### src/rtl/core/lfu_pkg.sv
`timescale 1ns / 1ps
// ----------------------------------------------------------------------------
// LFU cache package
// Shared types and constants for the LFU cache with LRU tie-break.
// ----------------------------------------------------------------------------
package lfu_pkg;

  localparam int unsigned KeyW   = 32;
  localparam int unsigned ValW   = 32;
  localparam int unsigned CountW = 32;
  localparam int unsigned CapW   = 5;

  localparam logic ActGet = 1'b0;
  localparam logic ActPut = 1'b1;

  localparam logic [ValW-1:0]   MissValue = '1;
  localparam logic [CountW-1:0] CountMax  = '1;

  // Commands from the controller to the datapath.
  typedef struct packed {
    logic lookup;   // Register the request and run the key match.
    logic apply;    // Apply the update decided from the lookup results.
  } lfu_cmd_t;

endpackage

### src/rtl/core/lfu_stream_if.sv
`timescale 1ns / 1ps
// ----------------------------------------------------------------------------
// LFU cache stream interfaces
// Valid/ready channels for requests and responses.
// ----------------------------------------------------------------------------
interface lfu_req_if;
  logic                           valid;
  logic                           ready;
  logic                           action;
  logic signed [lfu_pkg::KeyW-1:0] key;
  logic signed [lfu_pkg::ValW-1:0] value;

  modport source (output valid, action, key, value, input ready);
  modport sink   (input valid, action, key, value, output ready);
endinterface

interface lfu_rsp_if;
  logic                            valid;
  logic                            ready;
  logic                            hit;
  logic signed [lfu_pkg::ValW-1:0] read_value;
  logic                            evicted;
  logic signed [lfu_pkg::KeyW-1:0] evicted_key;

  modport source (output valid, hit, read_value, evicted, evicted_key, input ready);
  modport sink   (input valid, hit, read_value, evicted, evicted_key, output ready);
endinterface

### src/rtl/core/lfu_ctrl.sv
`timescale 1ns / 1ps
// ----------------------------------------------------------------------------
// LFU cache controller
// Sequences one request: accept, look up, update, then present the response.
// ----------------------------------------------------------------------------
module lfu_ctrl (
  input  logic              clk_i,
  input  logic              rst_ni,
  input  logic              req_valid_i,
  output logic              req_ready_o,
  output logic              rsp_valid_o,
  input  logic              rsp_ready_i,
  output lfu_pkg::lfu_cmd_t cmd_o
);

  typedef enum logic [1:0] {
    StIdle,
    StLookup,
    StApply,
    StResp
  } state_e;

  state_e state_q, state_d;

  always_comb begin
    state_d = state_q;
    unique case (state_q)
      StIdle:   if (req_valid_i) state_d = StLookup;
      StLookup: state_d = StApply;
      StApply:  state_d = StResp;
      StResp:   if (rsp_ready_i) state_d = StIdle;
      default:  state_d = StIdle;
    endcase
  end

  always_ff @(posedge clk_i or negedge rst_ni) begin
    if (!rst_ni) begin
      state_q <= StIdle;
    end else begin
      state_q <= state_d;
    end
  end

  assign req_ready_o  = (state_q == StIdle);
  assign rsp_valid_o  = (state_q == StResp);
  assign cmd_o.lookup = (state_q == StIdle) && req_valid_i;
  assign cmd_o.apply  = (state_q == StApply);

endmodule

### src/rtl/core/lfu_datapath.sv
`timescale 1ns / 1ps
// ----------------------------------------------------------------------------
// LFU cache datapath
// Entry registers, key match, victim search and the rank/count update.
// ----------------------------------------------------------------------------
module lfu_datapath #(
  parameter int unsigned Entries = 16
) (
  input  logic                              clk_i,
  input  logic                              rst_ni,
  input  lfu_pkg::lfu_cmd_t                 cmd_i,
  input  logic [lfu_pkg::CapW-1:0]          capacity_i,
  input  logic                              action_i,
  input  logic [lfu_pkg::KeyW-1:0]          key_i,
  input  logic [lfu_pkg::ValW-1:0]          value_i,
  output logic                              hit_o,
  output logic [lfu_pkg::ValW-1:0]          read_value_o,
  output logic                              evicted_o,
  output logic [lfu_pkg::KeyW-1:0]          evicted_key_o
);

  localparam int unsigned IdxW   = (Entries > 1) ? $clog2(Entries) : 1;
  localparam int unsigned CntW   = $clog2(Entries + 1);
  localparam int unsigned CountW = lfu_pkg::CountW;
  localparam int unsigned Leaves = 1 << IdxW;
  localparam int unsigned Nodes  = 2 * Leaves - 1;

  logic [Entries-1:0]                valid_q;
  logic [lfu_pkg::KeyW-1:0]          key_q   [Entries];
  logic [lfu_pkg::ValW-1:0]          val_q   [Entries];
  logic [lfu_pkg::CountW-1:0]        use_q   [Entries];
  logic [IdxW-1:0]                   rank_q  [Entries];
  logic [CntW-1:0]                   count_q;

  // Request registers.
  logic                     act_q;
  logic [lfu_pkg::KeyW-1:0] rkey_q;
  logic [lfu_pkg::ValW-1:0] rval_q;

  // Lookup results, registered for the apply step.
  logic                     hit_q;
  logic [IdxW-1:0]          hidx_q;
  logic                     vfound_q;
  logic [IdxW-1:0]          vidx_q;
  logic                     free_q;
  logic [IdxW-1:0]          fidx_q;

  logic                     hit_o_q, ev_o_q;
  logic [lfu_pkg::ValW-1:0] rd_o_q;
  logic [lfu_pkg::KeyW-1:0] evk_o_q;

  // Key match and free-slot search are priority picks over the entry
  // registers. The victim is the minimum of {count, rank} over the valid
  // entries, found by a balanced compare tree.
  logic                     m_hit;
  logic [IdxW-1:0]          m_idx;
  logic                     v_found;
  logic [IdxW-1:0]          v_idx;
  logic                     f_found;
  logic [IdxW-1:0]          f_idx;

  logic                     t_ok  [Nodes];
  logic [CountW+IdxW-1:0]   t_key [Nodes];
  logic [IdxW-1:0]          t_idx [Nodes];
  logic                     t_left;

  always_comb begin
    m_hit   = 1'b0;
    m_idx   = '0;
    f_found = 1'b0;
    f_idx   = '0;
    for (int i = 0; i < Entries; i++) begin
      if (valid_q[i] && key_q[i] == rkey_q && !m_hit) begin
        m_hit = 1'b1;
        m_idx = IdxW'(i);
      end
      if (!valid_q[i] && !f_found) begin
        f_found = 1'b1;
        f_idx   = IdxW'(i);
      end
    end
  end

  always_comb begin
    t_left = 1'b0;
    for (int n = 0; n < Leaves; n++) begin
      if (n < Entries) begin
        t_ok[Leaves-1+n]  = valid_q[n];
        t_key[Leaves-1+n] = {use_q[n], rank_q[n]};
      end else begin
        t_ok[Leaves-1+n]  = 1'b0;
        t_key[Leaves-1+n] = '0;
      end
      t_idx[Leaves-1+n] = IdxW'(n);
    end
    // Ranks of valid entries are distinct, so the minimum is unique.
    for (int n = int'(Leaves) - 2; n >= 0; n--) begin
      t_left   = t_ok[2*n+1] && (!t_ok[2*n+2] || t_key[2*n+1] <= t_key[2*n+2]);
      t_ok[n]  = t_ok[2*n+1] || t_ok[2*n+2];
      t_key[n] = t_left ? t_key[2*n+1] : t_key[2*n+2];
      t_idx[n] = t_left ? t_idx[2*n+1] : t_idx[2*n+2];
    end
    v_found = t_ok[0];
    v_idx   = t_idx[0];
  end

  logic [CntW-1:0] cap_eff;
  always_comb begin
    if (32'(capacity_i) > Entries) cap_eff = CntW'(Entries);
    else                           cap_eff = CntW'(capacity_i);
  end

  // Apply-step decisions.
  logic            do_promote, do_insert, do_evict, cap_ok;
  logic [IdxW-1:0] p_idx, ins_idx;
  logic [IdxW-1:0] p_rank, v_rank;
  always_comb begin
    cap_ok     = (cap_eff != '0);
    do_promote = hit_q && (act_q == lfu_pkg::ActGet || cap_ok);
    do_evict   = (act_q == lfu_pkg::ActPut) && cap_ok && !hit_q &&
                 (count_q >= cap_eff) && vfound_q;
    do_insert  = (act_q == lfu_pkg::ActPut) && cap_ok && !hit_q && (do_evict || free_q);
    p_idx      = hidx_q;
    ins_idx    = do_evict ? vidx_q : fidx_q;
    p_rank     = rank_q[hidx_q];
    v_rank     = rank_q[vidx_q];
  end

  always_ff @(posedge clk_i or negedge rst_ni) begin
    if (!rst_ni) begin
      valid_q <= '0;
      count_q <= '0;
    end else if (cmd_i.apply) begin
      if (do_insert) begin
        valid_q[ins_idx] <= 1'b1;
        // An eviction and an insert leave the count unchanged.
        if (!do_evict) count_q <= count_q + 1'b1;
      end
    end
  end

  always_ff @(posedge clk_i) begin
    if (cmd_i.lookup) begin
      act_q  <= action_i;
      rkey_q <= key_i;
      rval_q <= value_i;
    end
    // Lookup results register in the cycle after the request registers load.
    hit_q    <= m_hit;
    hidx_q   <= m_idx;
    vfound_q <= v_found;
    vidx_q   <= v_idx;
    free_q   <= f_found;
    fidx_q   <= f_idx;
    if (cmd_i.apply) begin
      for (int i = 0; i < Entries; i++) begin
        if (do_promote && valid_q[i] && rank_q[i] > p_rank) rank_q[i] <= rank_q[i] - 1'b1;
        if (do_evict && valid_q[i] && rank_q[i] > v_rank) rank_q[i] <= rank_q[i] - 1'b1;
      end
      if (do_promote) begin
        rank_q[p_idx] <= IdxW'(count_q - 1'b1);
        if (use_q[p_idx] != lfu_pkg::CountMax) use_q[p_idx] <= use_q[p_idx] + 1'b1;
        if (act_q == lfu_pkg::ActPut) val_q[p_idx] <= rval_q;
      end
      if (do_insert) begin
        key_q[ins_idx]  <= rkey_q;
        val_q[ins_idx]  <= rval_q;
        use_q[ins_idx]  <= CountW'(1);
        // After an eviction the new entry takes the newest rank, count-1.
        rank_q[ins_idx] <= do_evict ? IdxW'(count_q - 1'b1) : IdxW'(count_q);
      end
      hit_o_q <= hit_q;
      ev_o_q  <= do_evict;
      evk_o_q <= do_evict ? key_q[vidx_q] : '0;
      if (act_q == lfu_pkg::ActGet) rd_o_q <= hit_q ? val_q[hidx_q] : lfu_pkg::MissValue;
      else                          rd_o_q <= '0;
    end
  end

  assign hit_o         = hit_o_q;
  assign read_value_o  = rd_o_q;
  assign evicted_o     = ev_o_q;
  assign evicted_key_o = evk_o_q;

endmodule

### src/rtl/core/lfu_cache_with_lru_tiebreak.sv
`timescale 1ns / 1ps
// ----------------------------------------------------------------------------
// LFU cache with LRU tie-break
// Key-value cache with least-frequently-used replacement.
// ----------------------------------------------------------------------------
// Requests arrive on req (action, key, value); one response per request
// leaves on rsp (hit, read_value, evicted, evicted_key). A get hit raises
// the entry's use count and makes it newest; a put inserts or updates, and
// evicts the least used, oldest entry when the cache is full.
// capacity is written through cfg_we_i/cfg_wdata_i; the user must write it
// only while the block is idle, as the block does no check of this.
// The accepting edge registers the request. In the lookup state the parallel
// key match and the minimum search over all entries run and their results
// are registered, the apply state applies the update, and rsp is then valid.
// The controller handles one request at a time, so a new request is taken
// only after the response has transferred, and receiver stalls hold it off.
// Reset empties the cache and sets capacity to 16. While rsp is stalled
// the response holds and req stays not ready.
// ----------------------------------------------------------------------------
module lfu_cache_with_lru_tiebreak #(
  parameter int unsigned Entries = 16
) (
  input  logic                       clk_i,
  input  logic                       rst_ni,
  input  logic                       cfg_we_i,
  input  logic [lfu_pkg::CapW-1:0]   cfg_wdata_i,
  lfu_req_if.sink                    req,
  lfu_rsp_if.source                  rsp
);

  logic [lfu_pkg::CapW-1:0] capacity_q;
  lfu_pkg::lfu_cmd_t        cmd;

  always_ff @(posedge clk_i or negedge rst_ni) begin
    if (!rst_ni) begin
      capacity_q <= lfu_pkg::CapW'(16);
    end else if (cfg_we_i) begin
      capacity_q <= cfg_wdata_i;
    end
  end

  lfu_ctrl u_ctrl (
    .clk_i       (clk_i),
    .rst_ni      (rst_ni),
    .req_valid_i (req.valid),
    .req_ready_o (req.ready),
    .rsp_valid_o (rsp.valid),
    .rsp_ready_i (rsp.ready),
    .cmd_o       (cmd)
  );

  lfu_datapath #(.Entries(Entries)) u_dp (
    .clk_i         (clk_i),
    .rst_ni        (rst_ni),
    .cmd_i         (cmd),
    .capacity_i    (capacity_q),
    .action_i      (req.action),
    .key_i         (req.key),
    .value_i       (req.value),
    .hit_o         (rsp.hit),
    .read_value_o  (rsp.read_value),
    .evicted_o     (rsp.evicted),
    .evicted_key_o (rsp.evicted_key)
  );

  a_no_overlap: assert property (@(posedge clk_i) disable iff (!rst_ni)
    rsp.valid |-> !req.ready) else $error("request taken while response pending");

  a_rsp_after_accept: assert property (@(posedge clk_i) disable iff (!rst_ni)
    (req.valid && req.ready) |=> ##2 rsp.valid) else $error("response late");

  a_evict_is_put: assert property (@(posedge clk_i) disable iff (!rst_ni)
    (rsp.valid && rsp.evicted) |-> !rsp.hit) else $error("eviction on a hit");

endmodule

### src/flat_wrapper.sv
// flat-port wrapper written by rule: the top's interface ports become plain ports
module lfu_cache_with_lru_tiebreak_flat 
#(
  parameter int unsigned Entries = 16
)
  (clk_i, rst_ni, cfg_we_i, cfg_wdata_i, req_valid, req_action, req_key, req_value, req_ready, rsp_valid, rsp_hit, rsp_read_value, rsp_evicted, rsp_evicted_key, rsp_ready);
  lfu_req_if req_i ();
  lfu_rsp_if rsp_i ();
  input  logic clk_i;
  input  logic rst_ni;
  input  logic cfg_we_i;
  input  logic [lfu_pkg::CapW-1:0] cfg_wdata_i;
  input wire logic [$bits(req_i.valid)-1:0] req_valid;
  input wire logic [$bits(req_i.action)-1:0] req_action;
  input wire logic [$bits(req_i.key)-1:0] req_key;
  input wire logic [$bits(req_i.value)-1:0] req_value;
  output wire logic [$bits(req_i.ready)-1:0] req_ready;
  output wire logic [$bits(rsp_i.valid)-1:0] rsp_valid;
  output wire logic [$bits(rsp_i.hit)-1:0] rsp_hit;
  output wire logic [$bits(rsp_i.read_value)-1:0] rsp_read_value;
  output wire logic [$bits(rsp_i.evicted)-1:0] rsp_evicted;
  output wire logic [$bits(rsp_i.evicted_key)-1:0] rsp_evicted_key;
  input wire logic [$bits(rsp_i.ready)-1:0] rsp_ready;
  assign req_i.valid = req_valid;
  assign req_i.action = req_action;
  assign req_i.key = req_key;
  assign req_i.value = req_value;
  assign req_ready = req_i.ready;
  assign rsp_valid = rsp_i.valid;
  assign rsp_hit = rsp_i.hit;
  assign rsp_read_value = rsp_i.read_value;
  assign rsp_evicted = rsp_i.evicted;
  assign rsp_evicted_key = rsp_i.evicted_key;
  assign rsp_i.ready = rsp_ready;
  lfu_cache_with_lru_tiebreak #(.Entries(Entries)) u_core (.clk_i(clk_i), .rst_ni(rst_ni), .cfg_we_i(cfg_we_i), .cfg_wdata_i(cfg_wdata_i), .req(req_i), .rsp(rsp_i));
endmodule
### config.mk
export PLATFORM = sky130hd
export DESIGN_NAME = lfu_cache_with_lru_tiebreak_flat
export DESIGN_NICKNAME = d
export VERILOG_FILES = /design/src/rtl/core/lfu_pkg.sv /design/src/rtl/core/lfu_stream_if.sv /design/src/rtl/core/lfu_ctrl.sv /design/src/rtl/core/lfu_datapath.sv /design/src/rtl/core/lfu_cache_with_lru_tiebreak.sv /design/src/flat_wrapper.sv
export SDC_FILE = /design/constraint.sdc
export NUM_CORES = 2
export LEC_CHECK = 0
export ABC_AREA = 1
export BUFFER_PORTS_ARGS = -buffer_cell sky130_fd_sc_hd__buf_2
export CAP_MARGIN = 20
export CORE_ASPECT_RATIO = 1.1
export CORE_MARGIN = 8
export CORE_UTILIZATION = 40
export DETAILED_ROUTE_END_ITERATION = 16
export HOLD_SLACK_MARGIN = 0.1
export PLACE_DENSITY = 0.53
export SYNTH_ARGS = -nofsm -noshare
export SYNTH_HDL_FRONTEND = slang
export SYNTH_HIERARCHICAL = 1
export SYNTH_SLANG_ARGS = --single-unit
### constraint.sdc
create_clock -name clk_i -period 11.17 [get_ports clk_i]
set_input_delay 0.5585 -clock clk_i [delete_from_list [all_inputs] [get_ports clk_i]]
set_output_delay 0.5585 -clock clk_i [all_outputs]
set_load 0.01 [all_outputs]
==> results.toml <==
[setup_path]
crit_path_top_delay_cell = "nor4_1"
crit-reg2reg-capture = "u_core/u_dp/vidx_q[1]"
reg2reg_depth = 45
critical_path_at_ns = 11.46
worst_reg2reg_setup_slack_ns = 0.48
critPathMaxFanout = 38
cp_peak_stage_delay_ns = 0.69
worst-endpoint-required_ns = 11.94
path_class = "flip-flop to flip-flop"
cp-start-kind = "flip-flop"
setup.worst_path.end_class = "flip-flop"
timing.critical_path.mode_cell = "nand2_1"
rr_startpoint = "u_core/u_dp/rank_q[15][3]"

[detailed_routing]
avgViaCountPerCell = 5.97
wire_per_inst_um = 28.5
via_count_of_the_routed_design = 86200
antenna_violating_nets_post_route = 0
dr.first_iter.drc_count = 9269
detailedRoute.firstPassIterationCount = 6
remaining_drc_errors = 0
totalWireLength_mm = 411

[place]
placedCellCount = 14000
io_buffers = 142
hpwl_mm = 283
dpl-instance-area_sq_um = 107000
place.gp.congestion = 0.951
dp_slack_ns = 0.669

[grt]
gr-usage-all-layers = 0.289
first_pass_grt_wire_length_mm = 586
antenna_found_initial = 12
grt_overflow_total = 0
maximum_number_of_pins_on_one_net_before_global_route_repair = 219
first_global_vias = 84000

[floorplanning]
floorplan.initialDensity = 0.402
die_extent_in_y_um = 545
die_outline_area_sq_um = 271000
placeableCoreArea_sq_um = 254000
placement_rows = 194
num_io_pins = 143
die-width_um = 497

[timing]
timing.clock.skew_ns = 0.113
worstMarginPinSlew_ns = 1.18
timing.slew.headroom = 0.212
period_share = 0.957
clock.fmax_mhz = 93.6
setup_viol = 0
hold_viol = 0
finalCriticalPeriod_ns = 10.69
grt_setup_unrepaired = "no"
slew_viol_final = 0
hold_ws_ns = 0.240
final_critical_path_setup_slack_ns = 0.484

[final_layout]
mostFrequentLayoutCells = "1,748 x nand2_1, 1,731 x edfxtp_1, 1,089 x o21ai_0"
area.growth.synth_to_final_pct = 12.9
final_net_count = 11700
fin_cells = 14400
mostFrequentLayoutCell = "nand2_1"
stdcell_area_sq_um = 115000
post_route_cells_drive_above_1_share = 0.0791

[logic_synthesis]
netlist_instances = 10800
dominantRegCellSynth = "edfxtp_1"
mappedNetlistNets = 11600
postSynth.asyncResetShare = 0.0158
synth_sequential_area_ratio = 0.520
syn_area_sq_um = 102000
synth-warning-count = 6
synth_area_per_cell_sq_um = 9.44
synth_edf_count = 1731
synth-seq-cells = 1774
yosys.cell_types.count = 63

[worst_hold_path]
min-delay-path-class = "primary input to asynchronous set/reset pin"

[cts]
clock_tree.htree_level_count = 4
clk_latency_ns = 0.92
post-cts-setup-buffers = 0
clk_pin_slew_ns = 0.07
clock_tree.buffer_depth = 4
cts_inserted_buffers = 205
tritoncts = "built"
cts_sinks = 1774
root_buffer = "clkbuf_16"

[power]
power_density_nw_per_um2 = 233
finalPower_mw = 26.8
vdd_drop_max_mv = 0.282
leakage_nw = 45.2

[flow_run]
maximum_capacitance_violations = 0

[outcome]
outcome = "completed"
-- report_power, final --
group | internal, mW | switching [mW] | total, mW
clock network | 4.06 | 2.88 | 6.94
registers | 7.99 | 0.402 | 8.39
logic | 3.49 | 7.99 | 11.5
-- cell usage after synthesis, types with 76 or more instances --
cell type     n  area, sq um
a21oi_1     763         3820
and2_1      141          882
buf_1        78          293
buf_2       105          526
clkbuf_1    370         1390
edfxtp_1   1731        52000
ha_1        695         8700
inv_1       940         3530
nand2_1    1751         6570
nand3_1     911         4560
nand3b_1     76          571
nand4_1     161         1010
nor2_1      749         2810
o211ai_1    229         1720
o21ai_0    1090         5460
o221ai_1    122         1070
o22ai_1     174         1090
xnor2_1      98          858
xor2_1       93          815
-- how the worst max path moves through the flow --
stage	from	slack [ns]	to	depth (start not counted)
floorplan	u_core/u_dp/use_q[12][15]	3.76	u_core/u_dp/vidx_q[0]	49
global placement	u_core/u_dp/use_q[10][11]	-0.16	u_core/u_dp/vidx_q[0]	45
detailed placement	u_core/u_dp/rank_q[15][3]	0.67	u_core/u_dp/vidx_q[0]	47
CTS	u_core/u_dp/rank_q[15][3]	0.61	u_core/u_dp/vidx_q[0]	47
global route	u_core/u_dp/rank_q[15][3]	0.04	u_core/u_dp/vidx_q[0]	45
finish	u_core/u_dp/rank_q[15][3]	0.48	u_core/u_dp/vidx_q[1]	45
-- layer usage --
metal	share of wire	routed length [um]	global-route usage	up-vias
met1	0.40	165000	0.371	42100
met3	0.071	29200	0.0355	953
met2	0.46	190000	0.473	4131
li1	-	-	-	39000
met5	0.000058	24	0	-
met4	0.066	27100	0.160	4
-- per-stage QoR --
step | TNS (ns) | utilization
final | 0 | 0.454
after global routing | 0 | 0.453
after CTS | 0 | 0.453
after detailed placement | 0 | 0.423
after global placement | -0.435 | 0.423
after floorplan | 0 | -
-- critical path, delay by kind of cell (launching register included) --
kind            cells  cell delay [ns]
simple gates       27             5.92
buf+inv             8             1.60
flops               1             0.52
compound gates      6             1.39
fa+ha+maj           4             1.14
-- flip-flops by register name (all words and copies together), names as in the netlist, 16 cells and up --
signal and cells:
u_core/u_dp/rank_q 64, u_core/u_dp/valid_q 16, u_core/u_dp/val_q 512, u_core/u_dp/use_q 512, u_core/u_dp/read_value_o 32, u_core/u_dp/rkey_q 32
u_core/u_dp/key_q 512, u_core/u_dp/evicted_key_o 32, u_core/u_dp/rval_q 32
-- cells by family after synthesis --
kind of cell             count (synthesis)  share of synthesized area
AO/OA/AOI/OAI                         2655                      0.149
XOR/XNOR                               191                     0.0164
adder cells (fa/ha/maj)                695                     0.0853
buffers and inverters                 1543                     0.0593
flip-flops                            1774                      0.520
AND/OR/NAND/NOR                       3941                      0.170
-- repair_timing --
item,4_1_cts,5_1_grt
resized for setup,0,0
hold endpoints to repair,100,0
hold buffers,85,0
-- layout make-up --
cell class,count,area (sq um)
Antenna cell,6,15.0
Clock buffer,244,5350
Clock inverter,122,1400
Fill cell,24000,139000
Inverter,963,3640
Multi-Input combinational cell,7482,43400
Sequential cell,1774,53000
Tap cell,3332,4170
Timing Repair Buffer,501,4040
Note: power is estimated with default switching activity, not from simulation.
